File: src/csvt_pkg.sv
// Shared types and constants of the CSV field tokenizer.
package csvt_pkg;

    // Special byte values
    localparam logic [7:0] CH_QUOTE = 8'h22;
    localparam logic [7:0] CH_CR    = 8'h0D;
    localparam logic [7:0] CH_LF    = 8'h0A;

    // Error codes
    localparam logic [2:0] ERR_NONE     = 3'd0;
    localparam logic [2:0] ERR_STRAY    = 3'd1;
    localparam logic [2:0] ERR_CR_NO_LF = 3'd2;
    localparam logic [2:0] ERR_UNCLOSED = 3'd3;
    localparam logic [2:0] ERR_END_CR   = 3'd4;
    localparam logic [2:0] ERR_MISMATCH = 3'd5;

    // Configuration register indexes
    localparam logic [1:0] CFG_SEPARATOR   = 2'd0;
    localparam logic [1:0] CFG_MAX_RECORDS = 2'd1;
    localparam logic [1:0] CFG_STRICT_MODE = 2'd2;

    localparam logic [7:0] SEPARATOR_RESET = 8'd44;

    typedef struct packed {
        logic [7:0] in_byte;
        logic       end_of_stream;
    } t_in;

    typedef struct packed {
        logic [7:0] out_byte;
        logic       byte_valid;
        logic       field_end;
        logic       record_end;
        logic [7:0] field_count;
        logic [2:0] error_code;
        logic       limit_reached;
    } t_out;

    // Parser flags that travel between the state registers and the step logic
    typedef struct packed {
        logic in_quotes;
        logic quote_pending;
        logic cr_pending;
        logic field_has_content;
        logic halted_on_error;
    } t_flags;

    // Configuration as seen by the step logic
    typedef struct packed {
        logic [7:0]  separator;
        logic [15:0] max_records;
        logic        strict_mode;
    } t_cfg;

endpackage

File: src/csv_field_tokenizer_core.sv
// Top level of the CSV field tokenizer: input stage, state, result register, config.
// A byte accepted into the input register moves on to the result register when that is free.
// Throughput: one byte per cycle while the result channel does not stall; the parser state
//   updates in a single registered pass as a byte moves from the input register to the result register.
// Reset (i_rst_n low, synchronous): both stages empty, parser state cleared,
//   separator back to comma, max_records and strict_mode to zero.
module csv_field_tokenizer_core #(
    parameter int COUNT_WIDTH        = 8,
    parameter int RECORD_COUNT_WIDTH = 16
) (
    input  logic            i_clk,
    input  logic            i_rst_n,
    // input byte channel
    input  logic            i_in_valid,
    output logic            o_in_ready,
    input  csvt_pkg::t_in   i_in_data,
    // result channel
    output logic            o_out_valid,
    input  logic            i_out_ready,
    output csvt_pkg::t_out  o_out_data,
    // configuration write port
    input  logic            i_cfg_we,
    input  logic [1:0]      i_cfg_index,
    input  logic [15:0]     i_cfg_wdata
);

    // input register
    logic                          r_s1_valid;
    csvt_pkg::t_in                 r_s1_data;
    // result register
    logic                          r_out_valid;
    csvt_pkg::t_out                r_out_data;
    // parser state
    csvt_pkg::t_flags              r_flags;
    logic [COUNT_WIDTH-1:0]        r_fields;
    logic [COUNT_WIDTH-1:0]        r_first_fields;
    logic [RECORD_COUNT_WIDTH-1:0] r_records;
    // configuration
    csvt_pkg::t_cfg                r_cfg;

    csvt_pkg::t_out                n_result;
    csvt_pkg::t_flags              n_flags;
    logic [COUNT_WIDTH-1:0]        n_fields;
    logic [COUNT_WIDTH-1:0]        n_first_fields;
    logic [RECORD_COUNT_WIDTH-1:0] n_records;

    logic out_load;   // result register can take a new result
    logic s1_fire;    // the buffered byte moves on and updates the state

    assign out_load    = !r_out_valid || i_out_ready;
    assign s1_fire     = r_s1_valid && out_load;
    assign o_in_ready  = !r_s1_valid || out_load;
    assign o_out_valid = r_out_valid;
    assign o_out_data  = r_out_data;

    csvt_step #(
        .COUNT_WIDTH        (COUNT_WIDTH),
        .RECORD_COUNT_WIDTH (RECORD_COUNT_WIDTH)
    ) u_step (
        .i_item         (r_s1_data),
        .i_cfg          (r_cfg),
        .i_flags        (r_flags),
        .i_fields       (r_fields),
        .i_first_fields (r_first_fields),
        .i_records      (r_records),
        .o_result       (n_result),
        .o_flags        (n_flags),
        .o_fields       (n_fields),
        .o_first_fields (n_first_fields),
        .o_records      (n_records)
    );

    // Control, state and configuration registers
    always_ff @(posedge i_clk) begin
        if (!i_rst_n) begin
            r_s1_valid        <= 1'b0;
            r_out_valid       <= 1'b0;
            r_flags           <= '0;
            r_fields          <= '0;
            r_first_fields    <= '0;
            r_records         <= '0;
            r_cfg.separator   <= csvt_pkg::SEPARATOR_RESET;
            r_cfg.max_records <= '0;
            r_cfg.strict_mode <= 1'b0;
        end else begin
            // hold the input stage until the result register frees up
            if (o_in_ready) r_s1_valid <= i_in_valid;
            if (out_load) r_out_valid <= r_s1_valid;
            // advance the parser state only when the byte leaves the input stage
            if (s1_fire) begin
                r_flags        <= n_flags;
                r_fields       <= n_fields;
                r_first_fields <= n_first_fields;
                r_records      <= n_records;
            end
            // drop writes to indexes beyond the register list
            if (i_cfg_we) begin
                unique case (i_cfg_index)
                    csvt_pkg::CFG_SEPARATOR:   r_cfg.separator   <= i_cfg_wdata[7:0];
                    csvt_pkg::CFG_MAX_RECORDS: r_cfg.max_records <= i_cfg_wdata;
                    csvt_pkg::CFG_STRICT_MODE: r_cfg.strict_mode <= i_cfg_wdata[0];
                    default: ;
                endcase
            end
        end
    end

    // Payload registers
    always_ff @(posedge i_clk) begin
        if (i_in_valid && o_in_ready) r_s1_data <= i_in_data;
        if (s1_fire) r_out_data <= n_result;
    end

    // An error result carries nothing but its code
    a_err_alone: assert property (@(posedge i_clk) disable iff (!i_rst_n)
        (r_out_valid && (r_out_data.error_code != csvt_pkg::ERR_NONE))
        |-> (!r_out_data.byte_valid && !r_out_data.field_end
             && !r_out_data.record_end && !r_out_data.limit_reached))
        else $error("error result carries other fields");

    // A record never ends without its last field ending
    a_rec_field: assert property (@(posedge i_clk) disable iff (!i_rst_n)
        (r_out_valid && r_out_data.record_end) |-> r_out_data.field_end)
        else $error("record_end without field_end");

    // An error inside the stream halts the parser
    a_halt: assert property (@(posedge i_clk) disable iff (!i_rst_n)
        (s1_fire && (n_result.error_code != csvt_pkg::ERR_NONE)
         && !r_s1_data.end_of_stream) |=> r_flags.halted_on_error)
        else $error("error did not halt the parser");

    // The end of the stream clears the counts
    a_eos_clear: assert property (@(posedge i_clk) disable iff (!i_rst_n)
        (s1_fire && r_s1_data.end_of_stream)
        |=> ((r_records == '0) && (r_fields == '0) && (r_flags == '0)))
        else $error("state not cleared at end of stream");

    // A result appears only after a byte left the input stage
    a_out_src: assert property (@(posedge i_clk) disable iff (!i_rst_n)
        $rose(r_out_valid) |-> $past(s1_fire))
        else $error("result without a request");

endmodule

File: src/csvt_step.sv
// One-byte state update and result of the CSV field tokenizer.
module csvt_step #(
    parameter int COUNT_WIDTH        = 8,
    parameter int RECORD_COUNT_WIDTH = 16
) (
    input  csvt_pkg::t_in                 i_item,
    input  csvt_pkg::t_cfg                i_cfg,
    input  csvt_pkg::t_flags              i_flags,
    input  logic [COUNT_WIDTH-1:0]        i_fields,
    input  logic [COUNT_WIDTH-1:0]        i_first_fields,
    input  logic [RECORD_COUNT_WIDTH-1:0] i_records,
    output csvt_pkg::t_out                o_result,
    output csvt_pkg::t_flags              o_flags,
    output logic [COUNT_WIDTH-1:0]        o_fields,
    output logic [COUNT_WIDTH-1:0]        o_first_fields,
    output logic [RECORD_COUNT_WIDTH-1:0] o_records
);

    localparam int CMP_W = (RECORD_COUNT_WIDTH > 16) ? RECORD_COUNT_WIDTH : 16;
    localparam int FC_W  = (COUNT_WIDTH > 8) ? COUNT_WIDTH : 8;

    logic [7:0]             b;
    logic                   eos;
    logic                   limited;
    logic                   do_close;
    logic [2:0]             err;
    logic [COUNT_WIDTH-1:0] cnt;
    logic [FC_W-1:0]        cnt_x;

    assign b   = i_item.in_byte;
    assign eos = i_item.end_of_stream;
    assign limited = (i_cfg.max_records != 16'd0)
                  && (CMP_W'(i_records) >= CMP_W'(i_cfg.max_records));

    always_comb begin
        o_result       = '0;
        o_flags        = i_flags;
        o_fields       = i_fields;
        o_first_fields = i_first_fields;
        o_records      = i_records;
        do_close       = 1'b0;
        err            = csvt_pkg::ERR_NONE;
        cnt            = '0;
        cnt_x          = '0;

        if (i_flags.halted_on_error) begin
            // drop the byte
        end else if (limited) begin
            o_result.limit_reached = 1'b1;
        end else begin
            if (i_flags.cr_pending) begin
                if (b != csvt_pkg::CH_LF) begin
                    err = csvt_pkg::ERR_CR_NO_LF;
                end else begin
                    do_close = 1'b1;
                end
            end else if (i_flags.in_quotes && i_flags.quote_pending) begin
                o_flags.quote_pending = 1'b0;
                if (b == csvt_pkg::CH_QUOTE) begin
                    o_result.out_byte   = b;
                    o_result.byte_valid = 1'b1;
                end else begin
                    o_flags.in_quotes = 1'b0;
                    if (b == csvt_pkg::CH_CR) begin
                        o_flags.cr_pending = 1'b1;
                    end else if (b == csvt_pkg::CH_LF) begin
                        do_close = 1'b1;
                    end else if (b == i_cfg.separator) begin
                        if (o_fields != '1) o_fields = o_fields + COUNT_WIDTH'(1);
                        o_flags.field_has_content = 1'b0;
                        o_result.field_end        = 1'b1;
                    end else begin
                        err = csvt_pkg::ERR_STRAY;
                    end
                end
            end else if (i_flags.in_quotes) begin
                if (b == csvt_pkg::CH_QUOTE) begin
                    o_flags.quote_pending = 1'b1;
                end else begin
                    o_result.out_byte   = b;
                    o_result.byte_valid = 1'b1;
                end
            end else begin
                if (b == csvt_pkg::CH_QUOTE) begin
                    if (i_flags.field_has_content) err = csvt_pkg::ERR_STRAY;
                    else o_flags.in_quotes = 1'b1;
                end else if (b == csvt_pkg::CH_CR) begin
                    o_flags.cr_pending = 1'b1;
                end else if (b == csvt_pkg::CH_LF) begin
                    do_close = 1'b1;
                end else if (b == i_cfg.separator) begin
                    if (o_fields != '1) o_fields = o_fields + COUNT_WIDTH'(1);
                    o_flags.field_has_content = 1'b0;
                    o_result.field_end        = 1'b1;
                end else begin
                    o_result.out_byte         = b;
                    o_result.byte_valid       = 1'b1;
                    o_flags.field_has_content = 1'b1;
                end
            end

            // close an unfinished record at the end of the stream, or flag an unclosed quote or a trailing CR
            if (eos && (err == csvt_pkg::ERR_NONE) && !do_close) begin
                if (o_flags.in_quotes && !o_flags.quote_pending) begin
                    err = csvt_pkg::ERR_UNCLOSED;
                end else if (o_flags.cr_pending) begin
                    err = csvt_pkg::ERR_END_CR;
                end else begin
                    do_close = 1'b1;
                end
            end

            if (do_close) begin
                cnt = o_fields;
                if (cnt != '1) cnt = cnt + COUNT_WIDTH'(1);
                if (i_records == '0) begin
                    o_first_fields = cnt;
                end else if (i_cfg.strict_mode && (cnt != i_first_fields)) begin
                    err = csvt_pkg::ERR_MISMATCH;
                end
                if (err == csvt_pkg::ERR_NONE) begin
                    cnt_x = FC_W'(cnt);
                    o_result.field_end   = 1'b1;
                    o_result.record_end  = 1'b1;
                    o_result.field_count = (cnt_x > FC_W'(8'hFF)) ? 8'hFF : cnt_x[7:0];
                    if (o_records != '1) o_records = o_records + RECORD_COUNT_WIDTH'(1);
                    o_fields                  = '0;
                    o_flags.field_has_content = 1'b0;
                    o_flags.in_quotes         = 1'b0;
                    o_flags.quote_pending     = 1'b0;
                    o_flags.cr_pending        = 1'b0;
                end
            end

            if (err != csvt_pkg::ERR_NONE) begin
                o_result            = '0;
                o_result.error_code = err;
                o_flags.halted_on_error = 1'b1;
            end
        end

        // the end of the stream returns every parser state to reset
        if (eos) begin
            o_flags        = '0;
            o_fields       = '0;
            o_first_fields = '0;
            o_records      = '0;
        end
    end

endmodule

File: config.mk
export PLATFORM = sky130hd
export DESIGN_NAME = csv_field_tokenizer_core
export DESIGN_NICKNAME = d
export VERILOG_FILES = /design/src/csvt_pkg.sv /design/src/csv_field_tokenizer_core.sv /design/src/csvt_step.sv
export SDC_FILE = /design/constraint.sdc
export NUM_CORES = 1
export LEC_CHECK = 0
export BUFFER_PORTS_ARGS = -buffer_cell sky130_fd_sc_hd__buf_4
export CAP_MARGIN = 15
export CELL_PAD_IN_SITES_DETAIL_PLACEMENT = 0
export CELL_PAD_IN_SITES_GLOBAL_PLACEMENT = 1
export CORE_ASPECT_RATIO = 2
export CORE_MARGIN = 2
export CORE_UTILIZATION = 25
export DETAILED_ROUTE_END_ITERATION = 8
export PLACE_DENSITY = 0.59
export SYNTH_ARGS = -nofsm -noshare
export SYNTH_HDL_FRONTEND = slang
export SYNTH_SLANG_ARGS = --single-unit
File: constraint.sdc
create_clock -name i_clk -period 5.1 [get_ports i_clk]
set_clock_uncertainty 0.2 [all_clocks]
set_input_delay 0.255 -clock i_clk [delete_from_list [all_inputs] [get_ports i_clk]]
set_output_delay 0.255 -clock i_clk [all_outputs]
set_load 0.005 [all_outputs]
==> impl_metrics.tcl, run 1 <==
set metrics [dict create \
    overflow 0 \
    ys_seq_area_share_pct 40.0 \
    worstSkewPairLatency_ns 0.37 \
    cts.sinks 96 \
    layout_min_cycle_time_ns 4.81 \
    p_per_area_nw_per_um2 249 \
    fmax_ghz 0.208 \
    antenna_found_initial 0 \
    worst_pin_slew_ns 0.664 \
    worstPathArrival_ns 4.91 \
    synth-simple-area-share_pct 28.2 \
    synth_top_family_by_area "simple AND/OR/NAND/NOR gates" \
    yosysTopAreaCellShare_pct 22.9 \
    netlist_area_sq_um 5600 \
    worstSetupPathType "reg2reg" \
    finalInstanceArea_sq_um 6920 \
    drtIter0Drc 190 \
    cts.path.max_buffers 2 \
    drc_errors 0 \
    synth_cell_types 69 \
    muxShareOfSynthArea_pct 2.55 \
    rows 77 \
    post-cts-setup-buffers 0 \
    syn_nets 692 \
    synth_xor_area_share_pct 3.22 \
    grt_pass1_vias 5074 \
    fillerInstances 2329 \
    grt_max_degree 54 \
    track_usage_pct 14.5 \
    area_delta_synth_final_pct 23.6 \
    cts_tree "yes" \
    synth-compound-area-share_pct 16.9 \
    finalSetupViolCount 0 \
    p_leak_nw 2.63 \
    end_kind "flip-flop" \
    antenna_cells 0 \
    synth_commonest_cells "nand2_1 (85), dfxtp_1 (64), nor2_1 (38)" \
    fin_setup_tns_ns 0 \
    power.total_mw 1.72 \
    yosys.area.top_type "dfxtp_1" \
    synth_cells 640 \
    crit_fanout 29 \
    grt_pass1_wl_mm 26.1 \
    dieArea_sq_um 23700 \
    root_buffer "clkbuf_16" \
    core_area_sq_um 22100 \
    yosys_warnings 0 \
    synthTopCellsByArea "dfxtp_1 (23%), edfxtp_1 (17%), nand2_1 (5.7%)" \
    synthFlopType "dfxtp_1" \
    final_layout_size_suffix_gt1_share_pct 14.7 \
    pin_count 57 \
    synth-edff-count 32 \
    gp_congestion 0.850 \
    synth_area_per_cell_sq_um 8.75 \
    critPathRequiredTime_ns 5.19 \
    slew-limit-headroom_pct 55.6 \
    min_path_type "in2reg" \
    initial_utilization_pct 25.4 \
    min_period_over_period_pct 94.4 \
    wl_per_cell_um 16.2 \
    layout.nets 770 \
    ant_nets 0 \
    async_reset_ff_share_pct 0 \
    die_w_um 110 \
    seq_area_sq_um 2240 \
    viasPerCell 4.90 \
    detailed_place_hpwl_mm 12.8 \
    dieHeight_um 216 \
    final_util_pct 31.4 \
    status "finished, final reports clean" \
    ir_worst_vdd_mv 0.144 \
    maxCapViolCount 0 \
    startpoint_type "flip-flop" \
    cts_htree_levels 3 \
    slew_violations 0 \
    multi_input_area_sq_um 3120 \
    placed_area_sq_um 6340 \
    rsz0062_at_grt "no" \
    dr.pass1.iters 4 \
    portBuffers 56 \
    vias 4891 \
    path_clk_slew_ns 0.07 \
    synthAdderAreaFrac_pct 4.47 \
    routed_wl_mm 16.2 \
    hold_viol_final 0 \
    yosysMostFrequentCell "nand2_1" \
    synth_seq_cells 96 \
    cts_made_buffers 9 \
]
[state kept, by name, indices dropped and copies added, names as in the netlist]
name	cells
r_cfg	25
o_out_data	23
r_records	16
r_s1_data	9
r_fields	8
r_first_fields	8
r_flags	5
o_out_valid	1
r_s1_valid	1
[routing by layer]
layer | track usage, % | up-vias | wire (um)
met5 | 0 | - | 0
met4 | 7.89 | 0 | 662
met3 | 2.60 | 32 | 349
met2 | 28.1 | 55 | 9360
met1 | 13.5 | 2318 | 5850
li1 | - | 2486 | -
[timing repair]
item                                    4_1_cts  5_1_grt
endpoints found under the setup margin        0       20
hold buffers                                 26        0
endpoints found under the hold margin        35        0
gates resized for setup                       0        3
[critical path, cell delays in order, from the launching register on]
cell and delay (ns):
edfxtp_1 0.44, and3b_1 0.25, o2111ai_1 0.35, nand3_1 0.20, nor2_4 0.24, mux2_2 0.40, ha_1 0.25, xor2_1 0.16
xnor2_1 0.24, a31oi_4 0.07, xnor2_1 0.15, a2111o_1 0.47, o41ai_4 0.43, a21boi_4 0.24, or4_1 0.51, a21oi_1 0.14
[cells by family after synthesis]
kind of cell             after synthesis
flip-flops                            96
AND/OR/NAND/NOR                      297
multiplexers                          14
XOR/XNOR                              19
adder cells (fa/ha/maj)               20
AO/OA/AOI/OAI                        133
buffers and inverters                 61
[path summary, 6_finish.rpt]
kind                                   start  cells past startpoint       endpoint  slack [ns]
worst max register to register  r_s1_data[3]                     15  r_records[15]        0.29
worst min register to register      r_cfg[2]                      2       r_cfg[2]        0.29
worst min-delay path             i_out_ready                      3    o_out_valid        0.03
worst max-delay path            r_s1_data[3]                     15  r_records[15]        0.29
[power by group]
part | internal (mW) | switching [mW] | leakage (nW)
Combinational | 0.0922 | 0.103 | 1.65
Sequential | 0.819 | 0.0177 | 0.820
Clock | 0.367 | 0.326 | 0.153
[layout by cell type, fill, tap and decap left out, types with 19 or more instances in the layout]
| master | n |
|---|---|
| o21ai_0 | 22 |
| a21oi_1 | 27 |
| nand2_1 | 85 |
| and2_1 | 22 |
| inv_1 | 30 |
| buf_4 | 73 |
| nand3_1 | 19 |
| dlygate4sd3_1 | 26 |
| ha_1 | 20 |
| edfxtp_1 | 32 |
| nor2b_1 | 21 |
| nor2_1 | 38 |
| dfxtp_1 | 64 |
[stage by stage]
stage / cells / worst slack (ns) / hold WS, ns
2_1_floorplan: 640 / 0.310 / 0.154
3_3_place_gp: 957 / 0.241 / 0.236
3_5_place_dp: 957 / 0.188 / 0.235
4_1_cts: 999 / 0.150 / 0.0148
5_1_grt: 999 / 0.0471 / 0.0335
6_report: 999 / 0.286 / 0.0315
[cell type report]
class	count	area share, %
repair buffers	99	11.7
clock buffers	10	3.62
inverters	29	1.57
flip-flops and latches	96	32.4
clock inverters	6	0.651
multi-input cells	483	45.1
well taps	276	4.99
Power figures use the tool's default switching activity.
==> run 2: changes to the inputs <==
--- a/config.mk
+++ b/config.mk
@@ -7,13 +7,13 @@
 export LEC_CHECK = 0
 export BUFFER_PORTS_ARGS = -buffer_cell sky130_fd_sc_hd__buf_4
 export CAP_MARGIN = 15
-export CELL_PAD_IN_SITES_DETAIL_PLACEMENT = 0
-export CELL_PAD_IN_SITES_GLOBAL_PLACEMENT = 1
+export CELL_PAD_IN_SITES_DETAIL_PLACEMENT = 1
+export CELL_PAD_IN_SITES_GLOBAL_PLACEMENT = 2
 export CORE_ASPECT_RATIO = 2
 export CORE_MARGIN = 2
 export CORE_UTILIZATION = 25
 export DETAILED_ROUTE_END_ITERATION = 8
-export PLACE_DENSITY = 0.59
+export PLACE_DENSITY = 0.69
 export SYNTH_ARGS = -nofsm -noshare
 export SYNTH_HDL_FRONTEND = slang
 export SYNTH_SLANG_ARGS = --single-unit
==> run 2 against run 1 <==
- setup slack worse by 0.021 ns
- flip-flop and latch count unchanged
- first-iteration DRC count fell by 22%
- final cell count increased by 0.40%
- clock power grew 7.4%
- non-clock buffer count rose by 3
- routed wire length rose by 12%
- global-route usage is 1.3 points higher
- critical endpoint is now o_out_data[15]
- largest cell class unchanged
- largest power group unchanged
- highest routed layer unchanged
==> impl_metrics.tcl, run 2 (same netlist as run 1, synthesis figures left out) <==
set metrics [dict create \
    mostFrequentLayoutCell "nand2_1" \
    dieArea_sq_um 23700 \
    fin_ws_ns 0.265 \
    cp.depth 16 \
    drc_errors 0 \
    worstReg2RegEnd "o_out_data[15]" \
    clkPwrFrac_pct 41.6 \
    final_layout_size_suffix_gt1_share_pct 15.7 \
    worstSkewPairLatency_ns 0.37 \
    viasPerCell 5.06 \
    rsz0062_at_grt "no" \
    power_switching_mw 0.474 \
    r2r_setup_slack_ns 0.27 \
    vias 5071 \
    status "finished, final reports clean" \
    crit_end "o_out_data[15]" \
    pin_count 57 \
    critPathLaunch "r_s1_data[3]" \
    rows 77 \
    worst_pin_slew_ns 0.738 \
    path_common_cell "xnor2_1" \
    fin_setup_tns_ns 0 \
    p_leak_nw 2.65 \
    pwr-share-comb_pct 11.4 \
    layout.nets 774 \
    track_usage_pct 15.8 \
    hold_viol_final 0 \
    path_buf_inv 1 \
    fmax_ghz 0.207 \
    wl_per_cell_um 18.2 \
    cts.path.max_buffers 2 \
    p_per_area_nw_per_um2 255 \
    detailed_place_hpwl_mm 14.3 \
    grt_pass1_wl_mm 28.5 \
    die_w_um 110 \
    slew-limit-headroom_pct 50.7 \
    slowest_delay_ns 0.48 \
    end_kind "flip-flop" \
    fillerInstances 2553 \
    finalSetupViolCount 0 \
    area_delta_synth_final_pct 25.0 \
    cts_tree "yes" \
    startpoint_type "flip-flop" \
    path_clk_slew_ns 0.07 \
    timing.rr.start "r_s1_data[3]" \
    cts_made_buffers 9 \
    ir_worst_vdd_mv 0.164 \
    largest_reg_flops 25 \
    grt_max_degree 54 \
    cts_htree_levels 3 \
    antenna_cells 0 \
    layout_min_cycle_time_ns 4.83 \
    root_buffer "clkbuf_16" \
    min_path_type "in2reg" \
    drtIter0Drc 149 \
    core_area_sq_um 22100 \
    seq_power_share_pct 47.0 \
    worstSetupPathType "reg2reg" \
    routed_wl_mm 18.2 \
    overflow 0 \
    slowest_stage "or3_1" \
    slew_violations 0 \
    reg2reg_depth 16 \
    ant_nets 0 \
    min_period_over_period_pct 94.8 \
    critPathRequiredTime_ns 5.13 \
    dr.pass1.iters 4 \
    p_int_mw 1.31 \
    most-common-layout-cells "nand2_1 (85), buf_4 (76), dfxtp_1 (64)" \
    largest_register "r_cfg" \
    antenna_found_initial 0 \
    cp_top_family "simple AND/OR/NAND/NOR gates" \
    cp_cell_sequence "xnor2_1 > nand4_1 > or3_1 > nor2_4 > mux2_2 > ha_1 > xor2_2 > xnor2_2 > a31oi_4 > xnor2_1 > a2111o_1 > o41ai_2 > buf_4 > nor2b_1 > and4b_2 > and2_1" \
    initial_utilization_pct 25.4 \
    final_util_pct 31.7 \
    post-place-ws_ns -0.0248 \
    dieHeight_um 216 \
    portBuffers 56 \
    maxCapViolCount 0 \
    grt_pass1_vias 5465 \
    cts.sinks 96 \
    gp_congestion 0.795 \
    swShare_pct 26.6 \
    crit_fanout 7 \
    worstPathArrival_ns 4.86 \
]
-- run 2: cell type report --
cell class	instances	area, sq um	share of cell area [%]
clock buffers	9	225	3.22
clock inverters	7	98.8	1.41
inverters	29	109	1.56
multi-input cells	484	3150	45.0
flip-flops and latches	96	2240	32.0
well taps	276	345	4.93
repair buffers	102	831	11.9
-- run 2: how the worst min path moves through the flow --
stage                 start            to  cells after the start
3_5_place_dp   i_in_data[7]  r_s1_data[7]                      1
4_1_cts         i_out_ready   o_out_valid                      3
2_1_floorplan  i_in_data[0]  r_s1_data[0]                      0
6_report        i_out_ready   o_out_valid                      3
5_1_grt         i_out_ready   o_out_valid                      3
3_3_place_gp   i_in_data[0]  r_s1_data[0]                      1
-- run 2: repair_timing --
| action | CTS | global route |
|---|---|---|
| hold buffers | 26 | 0 |
| setup endpoints to repair | 6 | 27 |
| gates cloned | 0 | 1 |
| resized for setup | 1 | 5 |
| endpoints found under the hold margin | 33 | 0 |
| setup buffers | 0 | 1 |
| pin swaps | 0 | 3 |
-- run 2: metal layers --
layer  GRT usage (%)  up-vias  share of wire, %
li1                -     2482                 -
met1            14.5     2497                35
met2            32.1       59                60
met3            1.75       33               1.5
met4            7.47        0               3.0
met5               0        -                 0
-- run 2: stage by stage --
| step | total power, mW | area [sq um] | hold slack [ns] | std cells |
|---|---|---|---|---|
| after detailed placement | 1.04 | 6360 | 0.236 | 959 |
| final | 1.78 | 7000 | 0.0348 | 1003 |
| after CTS | 1.81 | 6950 | 0.0275 | 1001 |
| after global placement | 1.04 | 6360 | 0.235 | 959 |
| after global routing | 1.85 | 7000 | 0.0489 | 1003 |
| after floorplan | 0.952 | 5600 | 0.154 | 640 |
-- run 2: worst reg2reg max path, cell delays in order, from the launching register on --
cell	delay (ns)
edfxtp_1	0.45
xnor2_1	0.19
nand4_1	0.16
or3_1	0.48
nor2_4	0.23
mux2_2	0.40
ha_1	0.26
xor2_2	0.17
xnor2_2	0.15
a31oi_4	0.18
xnor2_1	0.09
a2111o_1	0.45
o41ai_2	0.39
buf_4	0.18
nor2b_1	0.22
and4b_2	0.33
and2_1	0.17
-- run 2: power groups by stage --
stage,clock (mW),combinational (mW),sequential [mW]
2_1_floorplan,0,0.102,0.850
6_report,0.743,0.203,0.838
5_1_grt,0.787,0.225,0.841
3_5_place_dp,0,0.185,0.856
3_3_place_gp,0,0.181,0.855
4_1_cts,0.770,0.202,0.838
